--- config.mk ---
export PLATFORM = sky130hd
export DESIGN_NAME = flc_add_tree
export DESIGN_NICKNAME = d
export VERILOG_FILES = /design/src/rtl/flc_pkg.sv /design/src/rtl/flc_add_tree.sv
export SDC_FILE = /design/constraint.sdc
export NUM_CORES = 2
export LEC_CHECK = 0
export ABC_AREA = 1
export BUFFER_PORTS_ARGS = -buffer_cell sky130_fd_sc_hd__buf_2
export CAP_MARGIN = 20
export CORE_MARGIN = 5
export CORE_UTILIZATION = 50
export DETAILED_ROUTE_END_ITERATION = 8
export PLACE_DENSITY_LB_ADDON = 0.2
export SETUP_SLACK_MARGIN = 0.1
export SYNTH_ARGS = -nofsm -noshare
export SYNTH_HDL_FRONTEND = slang
export SYNTH_SLANG_ARGS = --single-unit
--- constraint.sdc ---
create_clock -name clk -period 27.1 [get_ports clk]
set_clock_uncertainty 0.05 [all_clocks]
set_input_delay 5.42 -clock clk [delete_from_list [all_inputs] [get_ports clk]]
set_output_delay 5.42 -clock clk [all_outputs]
set_load 0.01 [all_outputs]
--- src/rtl/flc_pkg.sv ---
// Shared types and constants of the full linear convolution block.
package flc_pkg;

  localparam int OUT_W        = 36;
  localparam int VALUE_W      = 16;
  localparam int IDX_W        = 4;
  localparam int TAP_CNT_W    = 5;

  localparam logic [TAP_CNT_W-1:0] TAP_CNT_RESET = 5'd1;

  localparam logic ACT_LOAD   = 1'b0;
  localparam logic ACT_SAMPLE = 1'b1;

  typedef struct packed {
    logic                      action;
    logic [IDX_W-1:0]          coef_index;
    logic signed [VALUE_W-1:0] value;
    logic                      last_sample;
  } in_item_t;

  typedef struct packed {
    logic signed [OUT_W-1:0] out_sample;
    logic                    last_output;
  } out_item_t;

  typedef struct packed {
    logic             shift;
    logic             clear;
    logic             load;
    logic [IDX_W-1:0] load_idx;
  } cell_ctl_t;

endpackage

--- src/rtl/flc_add_tree.sv ---
// Registered binary adder tree with per-level valid and backpressure.
module flc_add_tree #(
  parameter int N = 16
) (
  input  logic                             clk,
  input  logic                             rst,
  input  logic                             in_valid,
  output logic                             in_ready,
  input  logic                             in_last,
  input  logic signed [flc_pkg::OUT_W-1:0] leaf [N],
  output logic                             out_valid,
  input  logic                             out_ready,
  output logic signed [flc_pkg::OUT_W-1:0] out_sum,
  output logic                             out_last
);

  localparam int LEVELS = (N > 1) ? $clog2(N) : 0;
  localparam int N2     = 1 << LEVELS;

  logic v   [0:LEVELS];
  logic lf  [0:LEVELS];
  logic rdy [1:LEVELS+1];

  assign v[0]         = in_valid;
  assign lf[0]        = in_last;
  assign rdy[LEVELS+1] = out_ready;
  assign in_ready     = rdy[1];

  generate
    if (LEVELS == 0) begin : g_flat
      assign out_valid = in_valid;
      assign out_last  = in_last;
      assign out_sum   = leaf[0];
    end else begin : g_tree
      logic signed [flc_pkg::OUT_W-1:0] leaf_pad [0:N2-1];
      logic signed [flc_pkg::OUT_W-1:0] node_q   [0:N2-1];

      // Pad unused leaves with zero
      always_comb begin
        for (int i = 0; i < N2; i++) begin
          if (i < N) begin
            leaf_pad[i] = leaf[i];
          end else begin
            leaf_pad[i] = '0;
          end
        end
      end

      // A level advances when it is empty or the next one takes its beat
      for (genvar s = 1; s <= LEVELS; s++) begin : g_ctl
        assign rdy[s] = !v[s] || rdy[s+1];

        always_ff @(posedge clk) begin
          if (rst) begin
            v[s] <= 1'b0;
          end else if (rdy[s]) begin
            v[s] <= v[s-1];
          end
        end

        always_ff @(posedge clk) begin
          if (rdy[s]) begin
            lf[s] <= lf[s-1];
          end
        end
      end

      // Add pairs level by level; node 1 is the root
      always_ff @(posedge clk) begin
        for (int s = 1; s <= LEVELS; s++) begin
          if (rdy[s]) begin
            for (int i = 0; i < (N2 >> s); i++) begin
              if (s == 1) begin
                node_q[(N2 >> s) + i] <= leaf_pad[2*i] + leaf_pad[2*i+1];
              end else begin
                node_q[(N2 >> s) + i] <= node_q[2*((N2 >> s) + i)]
                                       + node_q[2*((N2 >> s) + i) + 1];
              end
            end
          end
        end
      end

      assign out_valid = v[LEVELS];
      assign out_last  = lf[LEVELS];
      assign out_sum   = node_q[1];
    end
  endgenerate

endmodule

Word level (Yosys, flattened, before mapping)
Memories as Yosys holds them, arrays and structs flattened.
Index checks and enable logic that the tools add are counted.
{"block": "classes", "addsub": 15, "n_reduce_logical": 8, "muxes": 8}
{"cell": "36-bit adder", "n": 15}
{"cell": "1-bit two-way mux", "n": 8}
{"cell": "1-bit logical NOT", "n": 4}
{"cell": "1-bit logical OR", "n": 4}
{"block": "word_totals", "output_inout_bits": 39, "n_memories": 1, "ram_bits": 576, "inputBits": 581, "regBits": 8, "word_cells": 40}
{"name": "g_tree.node_q", "depth": 16, "width": 36, "read_ports": 15, "rd_ports_with_merged_regs": 0, "wr": 15, "line_no": "flc_add_tree.sv:36", "text": "logic signed [flc_pkg::OUT_W-1:0] node_q [0:N2-1];"}

Logic depth before layout (Yosys ltp)
{"block": "depth", "depth_word": 7, "depth_mapped": 13, "ltp_nobuf": 13}

Worst setup path after synthesis
OpenSTA, ideal clock, no wires.
{"block": "synth_timing", "path_type": "in2out", "from": "input port out_ready", "to": "output port in_ready", "stages": 6, "t_required_ns": 21.630, "arrival_time_ns": 14.134, "n_path_buf": 0, "slack_ns": 7.496, "path_cell_list": "nor2_1 > inv_1 > nor2_1 > inv_1 > nor2_1 > nand2_1"}
{"element": "start, declared", "line_no": "flc_add_tree.sv:12", "text": "input logic out_ready,"}
{"element": "end, declared", "line_no": "flc_add_tree.sv:8", "text": "output logic in_ready,"}

==> results.tsv <==
stage	metric	value	unit
status	status	completed	
synthesis	synth.top_cell.area_share	30.2	%
cts	clk_latency	0.65	ns
timing	slew_viol_final	0	
synthesis	synth.distinct_cells	21	
placement	post-place-ws	13.74	ns
timing	hold_viol_final	0	
setup_path	path_max_fanout	75	
synthesis	yosys_warnings	0	
timing	timing.final.ws_setup	13.80	ns
cts	ctsRootBufferMaster	clkbuf_16	
detailed_routing	num_vias	52300	
cts	cts_max_path_buffers	3	
detailed_routing	first_pass_iters	6	
timing	setup_violations	0	
timing	tns	0	ns
synthesis	yosys.cell_count.top_type	nand2_1	
detailed_routing	via_per_inst	5.11	
synthesis	netlist_area	0.0541	mm²
die	num_rows	120	
die	dieHeight	339	µm
placement	gp_congestion	0.949	
synthesis	ys_seq_elements	548	
finish	postLayoutCoreUtil	56.7	%
finish	antenna_cells	0	
die	initial_core_util	50.4	%
global_route	grt_pass1_wl	259	mm
die	dieArea	0.115	mm²
cts	clkSinkCount	548	
synthesis	synth.top_cells.by_area	edfxtp_1, nand2_1, ha_1	
timing	fin_crit_sh	49.1	%
synthesis	synth-seq-area-share	30.4	%
finish	area_delta_synth_final	12.5	%
placement	dpl_cell_area	0.0587	mm²
finish	fin_area	0.0608	mm²
setup_path	end_kind	output port	
finish	nets	9917	
power_and_ir_drop	pwr-share-clk	15.2	%
die	core	0.107	mm²
global_route	grt_pass1_vias	48700	
setup_path	critPathKind	primary input to output port	
setup_path	startpoint_type	primary input	
cts	clk_pin_slew	0.06	ns
power_and_ir_drop	seqPwrFrac	28.0	%
detailed_routing	drt_first_iter_violations	3862	
cts	cts_max_level	2	
setup_path	cp.arrival	7.83	ns
global_route	grt_max_degree	89	
setup_path	slowest_delay	0.68	ns
cts	post-cts-setup-buffers	0	
detailed_routing	wl_per_cell	16.4	µm
global_route	antenna_found_initial	3	
cts	post_cts_resize_count	0	
synthesis	async_reset_ff_share	0	%
flow_run	cap_violations	0	
detailed_routing	ant_nets	0	
timing	rsz0062_at_grt	false	
power_and_ir_drop	p_sw_share	48.3	%
synthesis	synthCells	8145	
detailed_routing	drc_errors	0	
timing	tightestPinTransition	1.05	ns
finish	drive_gt1_share	10.3	%
timing	period_needed	13.30	ns
setup_path	path_cells	buf_2 > nor2_1 > inv_1 > buf_4 > nor2_1 > inv_2 > buf_4 > nor2_1 > nand2_4 > buf_2	
power_and_ir_drop	cell_internal_pwr	0.00297	W
placement	dp.final_hpwl	145	mm
setup_path	crit_top_cell	nor2_1	
power_and_ir_drop	vdd_ir_drop_max	72.0	µV
power_and_ir_drop	p_leak	33.7	nW
min_path	worstHoldPathType	register to register	
synthesis	synth_area_per_cell	6.64	µm²
cts	cts-hold-fix-buffers	0	
power_and_ir_drop	p_comb_share	56.8	%
cts	numCtsBuffers	59	
global_route	track_usage	28.0	%
setup_path	worstPathRequired	21.63	ns
power_and_ir_drop	power_switching	0.00277	W
global_route	grt-ovfl-total	0	
setup_path	path_delay_family	buffers and inverters	
placement	io_buffer_count	619	
synthesis	synth_common_cells	nand2_1, inv_1, nor2_1, edfxtp_1, ha_1	
die	die_width	339	µm
timing	timing.slew.headroom	30.0	%
die	io_pins	620	
power_and_ir_drop	power_density	94.3	mW/mm²
timing	fmax	75.2	MHz
synthesis	synth_edf_count	544	
cts	cts_tree	yes	
synthesis	synth_fp_nets	9266	
synthesis	synth_top_cell_by_area	edfxtp_1	
setup_path	slowest_stage	buf_4	
setup_path	timing.critical_path.buf_inv	6	
detailed_routing	finalWirelength	168	mm
synthesis	ys.flop_type	edfxtp_1	
[cell usage in the layout, fill, tap and decap left out, drive strengths merged, types with 255 or more instances in the layout]
cell / n
nand2: 3031
inv: 1439
nor2: 798
buf: 626
edfxtp: 544
ha: 525
a21oi: 514
nand3: 405
o21ai: 270
xor2: 255
[state kept, by name, indices dropped and copies added, names as in the netlist]
name,flops
out_valid,1
lf,3
g_tree.node_q,540
v,3
out_last,1
[final timing paths]
| check | start | to | slack [ns] | cells past startpoint |
|---|---|---|---|---|
| max | out_ready | in_ready | 13.80 | 10 |
| min | lf[1] | out_last | 0.39 | 0 |
| max reg2reg | out_valid | g_tree.node_q[1][80] | 22.66 | 11 |
| min reg2reg | lf[1] | out_last | 0.39 | 0 |
[cell type report]
cell class,count,area (µm²)
fill,10900,46400
multi-input combinational,6128,32000
sequential,548,16400
inverter,1433,5380
timing repair buffer,626,3150
tap,1403,1760
clock buffer,64,1500
clock inverter,45,603
[logic make-up after synthesis]
kind of cell,after synthesis,share of synthesized area (%)
and+or+nand+nor,4444,33.6
buffers and inverters,1469,10.4
AOI/OAI and AO/OA,859,8.26
DFF,548,30.4
adders and majority gates,540,12.7
xor gates and xnor gates,285,4.62
[per-layer routing]
| layer | global-route usage (%) | up-vias | share of wire (%) |
|---|---|---|---|
| met5 | 0 | - | 0 |
| met4 | 5.27 | 0 | 1.8 |
| met3 | 3.84 | 164 | 6.4 |
| met2 | 48.1 | 1380 | 46 |
| met1 | 38.3 | 23600 | 45 |
| li1 | - | 27100 | - |
[power by group through the flow]
stage	combinational, W	sequential [W]	clock, W
final	0.00326	0.00161	0.000869
after global routing	0.00366	0.00162	0.000920
after CTS	0.00324	0.00160	0.000885
after detailed placement	0.00322	0.00162	0
after global placement	0.00319	0.00162	0
after floorplan	0.00228	0.00147	0
[metrics by stage]
stage	power (W)	std cells	hold WS [ns]
2_1_floorplan	0.00375	8145	0.350
3_3_place_gp	0.00481	10100	0.377
6_report	0.00574	10200	0.386
5_1_grt	0.00620	10200	0.408
4_1_cts	0.00573	10200	0.392
3_5_place_dp	0.00484	10100	0.364
Note: power is estimated with default switching activity, not from simulation.
