File: src/rtl/flc_pkg.sv
// Shared types and constants of the full linear convolution block.
package flc_pkg;

  localparam int OUT_W        = 36;
  localparam int VALUE_W      = 16;
  localparam int IDX_W        = 4;
  localparam int TAP_CNT_W    = 5;

  localparam logic [TAP_CNT_W-1:0] TAP_CNT_RESET = 5'd1;

  localparam logic ACT_LOAD   = 1'b0;
  localparam logic ACT_SAMPLE = 1'b1;

  typedef struct packed {
    logic                      action;
    logic [IDX_W-1:0]          coef_index;
    logic signed [VALUE_W-1:0] value;
    logic                      last_sample;
  } in_item_t;

  typedef struct packed {
    logic signed [OUT_W-1:0] out_sample;
    logic                    last_output;
  } out_item_t;

  typedef struct packed {
    logic             shift;
    logic             clear;
    logic             load;
    logic [IDX_W-1:0] load_idx;
  } cell_ctl_t;

endpackage

File: src/rtl/flc_cell.sv
// One tap cell: delay register, coefficient register and registered product.
module flc_cell #(
  parameter int DATA_WIDTH = 16,
  parameter int IDX        = 0
) (
  input  logic                               clk,
  input  logic                               rst,
  input  flc_pkg::cell_ctl_t                 ctl,
  input  logic                               in_use,
  input  logic signed [DATA_WIDTH-1:0]       load_value,
  input  logic signed [DATA_WIDTH-1:0]       x_in,
  output logic signed [DATA_WIDTH-1:0]       x_out,
  output logic signed [flc_pkg::OUT_W-1:0]   prod
);

  logic signed [DATA_WIDTH-1:0]   x_q;
  logic signed [DATA_WIDTH-1:0]   coef_q;
  logic signed [2*DATA_WIDTH-1:0] mult;
  logic                           idx_hit;

  assign idx_hit = (32'(ctl.load_idx) == 32'(IDX));
  assign mult    = coef_q * x_in;
  assign x_out   = x_q;

  // Hold the tap sample and its coefficient; clear the sample after a flush
  always_ff @(posedge clk) begin
    if (rst) begin
      x_q    <= '0;
      coef_q <= '0;
    end else begin
      if (ctl.load && idx_hit) begin
        coef_q <= load_value;
      end
      if (ctl.shift) begin
        x_q <= ctl.clear ? '0 : x_in;
      end
    end
  end

  // Register the product of the incoming sample; drop taps beyond the count
  always_ff @(posedge clk) begin
    if (ctl.shift) begin
      prod <= in_use ? flc_pkg::OUT_W'(mult) : '0;
    end
  end

endmodule

File: config.mk
export PLATFORM = sky130hd
export DESIGN_NAME = flc_cell
export DESIGN_NICKNAME = d
export VERILOG_FILES = /design/src/rtl/flc_pkg.sv /design/src/rtl/flc_cell.sv
export SDC_FILE = /design/constraint.sdc
export NUM_CORES = 1
export LEC_CHECK = 0
export ABC_AREA = 0
export BUFFER_PORTS_ARGS = -buffer_cell sky130_fd_sc_hd__buf_2
export CORE_UTILIZATION = 68
export DETAILED_ROUTE_END_ITERATION = 8
export PLACE_DENSITY = 0.91
export SYNTH_ARGS = -nofsm -noshare
export SYNTH_HDL_FRONTEND = slang
export SYNTH_SLANG_ARGS = --single-unit
File: constraint.sdc
create_clock -name clk -period 14.54 [get_ports clk]
set_clock_uncertainty 0.15 [all_clocks]
set_input_delay 2.908 -clock clk [delete_from_list [all_inputs] [get_ports clk]]
set_output_delay 2.908 -clock clk [all_outputs]
set_load 0.01 [all_outputs]
Word-level counts from Yosys, hierarchy flattened. Index checks and enable logic that the tools add are counted.

Bits in registers: 64. Bits of input ports: 42. Output and inout port bits: 52. Logic and storage cells: 7.

$mul: 1. Mux-type cells: 1. Reductions and logical operators: 2.

Operators by type and width (number): $mul 16x16->32 (1); $mux 16 (1); $logic_not 4->1 (1); $logic_and 1x1->1 (1).

Depth between registers and ports, before layout.
Word-level depth: 2. Mapped depth: 23. Mapped depth without buffers: 20.

Worst setup path before layout. No wires, ideal clock.

Path kind: input to register. Start point: input x_in[7]. End point: register prod[26] in the netlist's numbering (data pin). Setup time: 0.278 ns. Arrival: 8.123 ns. Required time: 14.112 ns. Slack: 5.990 ns. Stages on the path: 22. Path buffers: 2. Cell sequence: clkbuf_1 -> clkbuf_1 -> nand2_1 -> fa_1 -> inv_1 -> fa_1 -> inv_1 -> fa_1 -> inv_1 -> fa_1 -> fa_1 -> inv_1 -> fa_1 -> inv_1 -> ha_1 -> o21ai_0 -> a21oi_1 -> o21ai_0 -> a21oi_2 -> o31a_4 -> nor3_1 -> o311ai_0.

Cells in the longest elaborated chain, start to end: 1.

RTL lines: start, declared (RTL line flc_cell.sv:11) `input logic signed [DATA_WIDTH-1:0] x_in,`; $mul 16x16->32 (RTL line flc_cell.sv:22) `assign mult = coef_q * x_in;`; end signal, assigned (RTL line flc_cell.sv:43) `prod <= in_use ? flc_pkg::OUT_W'(mult) : '0;`; end, declared (RTL line flc_cell.sv:13) `output logic signed [flc_pkg::OUT_W-1:0] prod`.

No other way between the ends. A chain may end at the register's enable or synchronous reset.

Worst setup path in the final report.
Start point: input x_in[1]. End point: register, netlist name prod[31].

Cells in the longest elaborated chain, start to end: 1.

RTL lines (RTL line): $mul 16x16->32 (flc_cell.sv:22).

No other way between the ends.

==> summary.txt <==
Power
  – Leakage: 6.73 nW
  – Peak supply drop: 65.6 µV
  – Power per cell area: 49.0 nW/µm²
  – Total power: 646 µW

Clock tree
  – CTS sink cnt: 64
  – Worst-skew pair later-pin latency: 0.35 ns
  – Post-cts sizing count: 0
  – CTS clk-pin slew, worst paths: 0.06 ns
  – Clock buffer depth: 2
  – Clock Tree Root: clkbuf_16
  – Num CTS Buffers: 9
  – TritonCTS clock tree: built
  – H-Tree Depth: 3
  – Hold_buf cts: 0
  – Setup Fix Bufs, Post-CTS: 0

Die
  – I/O pin cnt: 94
  – Core ar.: 17,500 µm²
  – Die area: 18,700 µm²
  – Rows: 48
  – Die width: 137 µm
  – Initial Utilization: 70.6%
  – Die height: 137 µm

Place
  – DP Area: 12,900 µm²
  – DP Wirelength: 23,400 µm
  – Port Buf Inserts: 93
  – Dpl cells: 1,580
  – GP Congestion: 0.884

Synth
  – Ys async rst share: 0%
  – Synth cell types: 58
  – Netlist Area Pre-Place: 12,400 µm²
  – Synthesized flop and latch total: 64
  – Number of enable flip-flop cells after synthesis: 32
  – Prevailing post-synth register cell: edfxtp_1
  – Avg Cell Area, Syn: 9.41 µm²
  – Synth Warn #: 0
  – Post-synthesis instance total: 1,316
  – Sequential area share after synthesis: 12.9%
  – Post-Syn Nets: 1,702

STA
  – RSZ-0062 raised after global routing: no
  – Max frequency: 114 MHz
  – Endpoints failing setup: 0
  – Slew headroom: 41.5%
  – Worst-Margin Slew: 0.876 ns
  – Post-layout min period: 8.79 ns
  – Fin Setup TNS: 0 ns
  – Slew Limit Fails: 0
  – Final period util: 60.5%
  – Final Hold Vio Count: 0

Detailed routing
  – Vias per cell: 5.97
  – Via count: 9,530
  – WL/cell: 18.9 µm
  – WL final: 30,200 µm
  – First-pass DRT Iterations: 6
  – DRC: 0
  – DRT iter0 DRCs: 741
  – Final ANT Viol Nets: 0

Critical path
  – R2R depth: 18
  – Critical path buffer and inverter count: 4
  – Critical path depth: 19
  – Critical path startpoint: x_in[1]
  – Crit path capture: prod[31]
  – Crit start category: input port
  – Most frequent CP cell: fa_1
  – Worst r2r src: coef_q[15]
  – Reg2reg end: prod[31]
  – Max stage delay cell, worst path: fa_1
  – Kind of critical path: in2reg
  – CP required: 14.48 ns
  – Worst Setup End Kind: register
  – Worst path max stage delay: 0.83 ns
  – Arrival time worst endpoint: 8.73 ns
  – CP Cell Sequence: buf_2, nand2_1, inv_1, fa_1, fa_1, fa_1, fa_1, fa_1, inv_1, fa_1, inv_1, ha_1, o21ai_0, nand2b_1, a21o_1, a21oi_1, or3_1, o311ai_2, mux2i_1
  – Max FO, Critical Path: 17
  – CP delay by family, top: adder cells
  – Flop2flop setup slack: 7.69 ns

Hold path
  – Hold Path Class: reg2reg

Global routing
  – Global-route wire length before repair: 49,800 µm
  – Vias in the first global route: 10,600
  – Antenna violations before repair: 0
  – Total track usage: 35.5%
  – Total grt overflow: 0
  – Largest net degree at the start of global routing: 65

Layout
  – Final instance area: 13,200 µm²
  – # nets final: 1,752
  – Layout area overhead: 6.52%
  – Layout cell share with drive strength beyond 1: 9.19%
  – Ant diodes: 0
  – Layout fillers: 1,167
  – Post-Layout Cell Count: 1,596

Flow run
  – Max_cap viols: 0

Run status
  – Status: completed
[routing by layer]
layer  global-route usage (%)  routed length [µm]  up-vias
met4                     24.4                1960        0
li1                         -                   -     4057
met5                        0                   0        -
met3                     6.56                2080      168
met1                     38.2                9840     4821
met2                     63.1               16400      484
[cell type report]
cell class / count / area, µm² / share of cell area (%)
clock buffers: 10 / 229 / 1.74
inverters: 289 / 1080 / 8.23
well taps: 225 / 282 / 2.13
clock inverters: 6 / 60.1 / 0.455
repair buffers: 94 / 473 / 3.59
flip-flops and latches: 64 / 1600 / 12.1
multi-input cells: 908 / 9460 / 71.7
[cell usage after synthesis, drive strengths merged, types with 3 or more instances]
cell / count / area share [%]
fa: 262 / 42
o211ai: 5 / 0.34
nor4: 3 / 0.27
nand2: 168 / 5.1
a31oi: 7 / 0.53
a21oi: 55 / 2.3
nor3: 7 / 0.32
or3: 4 / 0.20
a211oi: 7 / 0.51
inv: 289 / 8.8
clkbuf: 49 / 1.6
nor2: 39 / 1.2
o21a: 3 / 0.18
a21o: 15 / 0.93
xnor2: 17 / 1.2
o311ai: 3 / 0.27
o21ai: 16 / 0.65
nand3: 4 / 0.16
and3: 4 / 0.20
ha: 82 / 8.3
buf: 6 / 0.33
nand2b: 28 / 1.4
xor2: 8 / 0.57
nand3b: 16 / 0.97
and2: 128 / 6.5
edfxtp: 32 / 7.8
o31ai: 4 / 0.28
mux2i: 6 / 0.49
dfxtp: 32 / 5.2
[cells in the final DEF, fill, tap and decap left out, types with 2 or more instances in the layout]
| cell | netlist | final |
|---|---|---|
| xnor2_1 | 17 | 17 |
| o21ai_1 | 4 | 4 |
| o21bai_1 | 2 | 2 |
| or2_2 | 2 | 2 |
| a21o_1 | 13 | 13 |
| o31ai_1 | 3 | 3 |
| ha_1 | 82 | 82 |
| nor2_1 | 39 | 39 |
| a211oi_2 | 2 | 2 |
| a21oi_1 | 54 | 54 |
| clkbuf_16 | 0 | 9 |
| nand2_1 | 168 | 168 |
| xor2_1 | 8 | 8 |
| o21a_1 | 3 | 3 |
| and2_1 | 128 | 128 |
| nand3b_1 | 16 | 16 |
| nor3_1 | 6 | 6 |
| buf_2 | 0 | 93 |
| o211ai_1 | 4 | 4 |
| or3_1 | 4 | 4 |
| a31oi_1 | 5 | 5 |
| edfxtp_1 | 32 | 32 |
| clkinv_2 | 0 | 3 |
| a211oi_1 | 5 | 5 |
| inv_1 | 289 | 289 |
| o21ai_0 | 12 | 12 |
| clkinvlp_4 | 0 | 2 |
| a21o_2 | 2 | 2 |
| nand3_1 | 4 | 4 |
| nand4_1 | 2 | 2 |
| nand2b_1 | 28 | 28 |
| nor4_1 | 2 | 2 |
| mux2i_1 | 6 | 6 |
| fa_1 | 262 | 262 |
| dfxtp_1 | 32 | 32 |
| and3_1 | 4 | 4 |
[cells by family after synthesis]
logic type                 count (synthesis)  synth area share, %
muxes                                      6                0.485
xor gates and xnor gates                  25                 1.77
AOI/OAI and AO/OA                        126                 6.82
adders and majority gates                344                 50.7
and+or+nand+nor                          407                 16.7
DFF                                       64                 12.9
buffers and inverters                    344                 10.7
[through the flow]
stage,util [%],hold slack (ns),setup WS (ns)
after floorplan,-,0.333,5.99
after global placement,73.5,0.303,5.68
after detailed placement,73.5,0.308,5.49
after CTS,75.2,0.316,5.80
after global routing,75.2,0.327,5.53
final,75.2,0.316,5.75
[worst min path at each step]
| stage | start | endpoint | slack, ns | cells past startpoint |
|---|---|---|---|---|
| global route | x_out[3] | x_out[3] | 0.33 | 2 |
| detailed placement | x_out[3] | x_out[3] | 0.31 | 2 |
| finish | x_out[8] | x_out[8] | 0.32 | 2 |
| floorplan | x_out[15] | x_out[15] | 0.33 | 2 |
| global placement | x_out[8] | x_out[8] | 0.30 | 2 |
| CTS | x_out[8] | x_out[8] | 0.32 | 2 |
[registers in the layout, indices dropped and copies added (netlist names)]
| name | flops |
|---|---|
| prod | 32 |
| coef_q | 16 |
| x_out | 16 |
[power by group]
group          internal, mW  switching (mW)  leakage, nW
logic                0.0851           0.133         6.00
registers             0.203         0.00660        0.587
clock network         0.132          0.0866        0.138
[worst register-to-register path, stage by stage (launching register included)]
cell and delay, ns:
dfxtp_1 0.89, nand2_1 0.23, inv_1 0.20, fa_1 0.55, fa_1 0.83, fa_1 0.51, fa_1 0.52, fa_1 0.50
inv_1 0.05, fa_1 0.49, inv_1 0.05, ha_1 0.34, o21ai_0 0.19, nand2b_1 0.12, a21o_1 0.19, a21oi_1 0.36
or3_1 0.20, o311ai_2 0.10, mux2i_1 0.14
No activity file was read; power rests on OpenSTA's default activity.
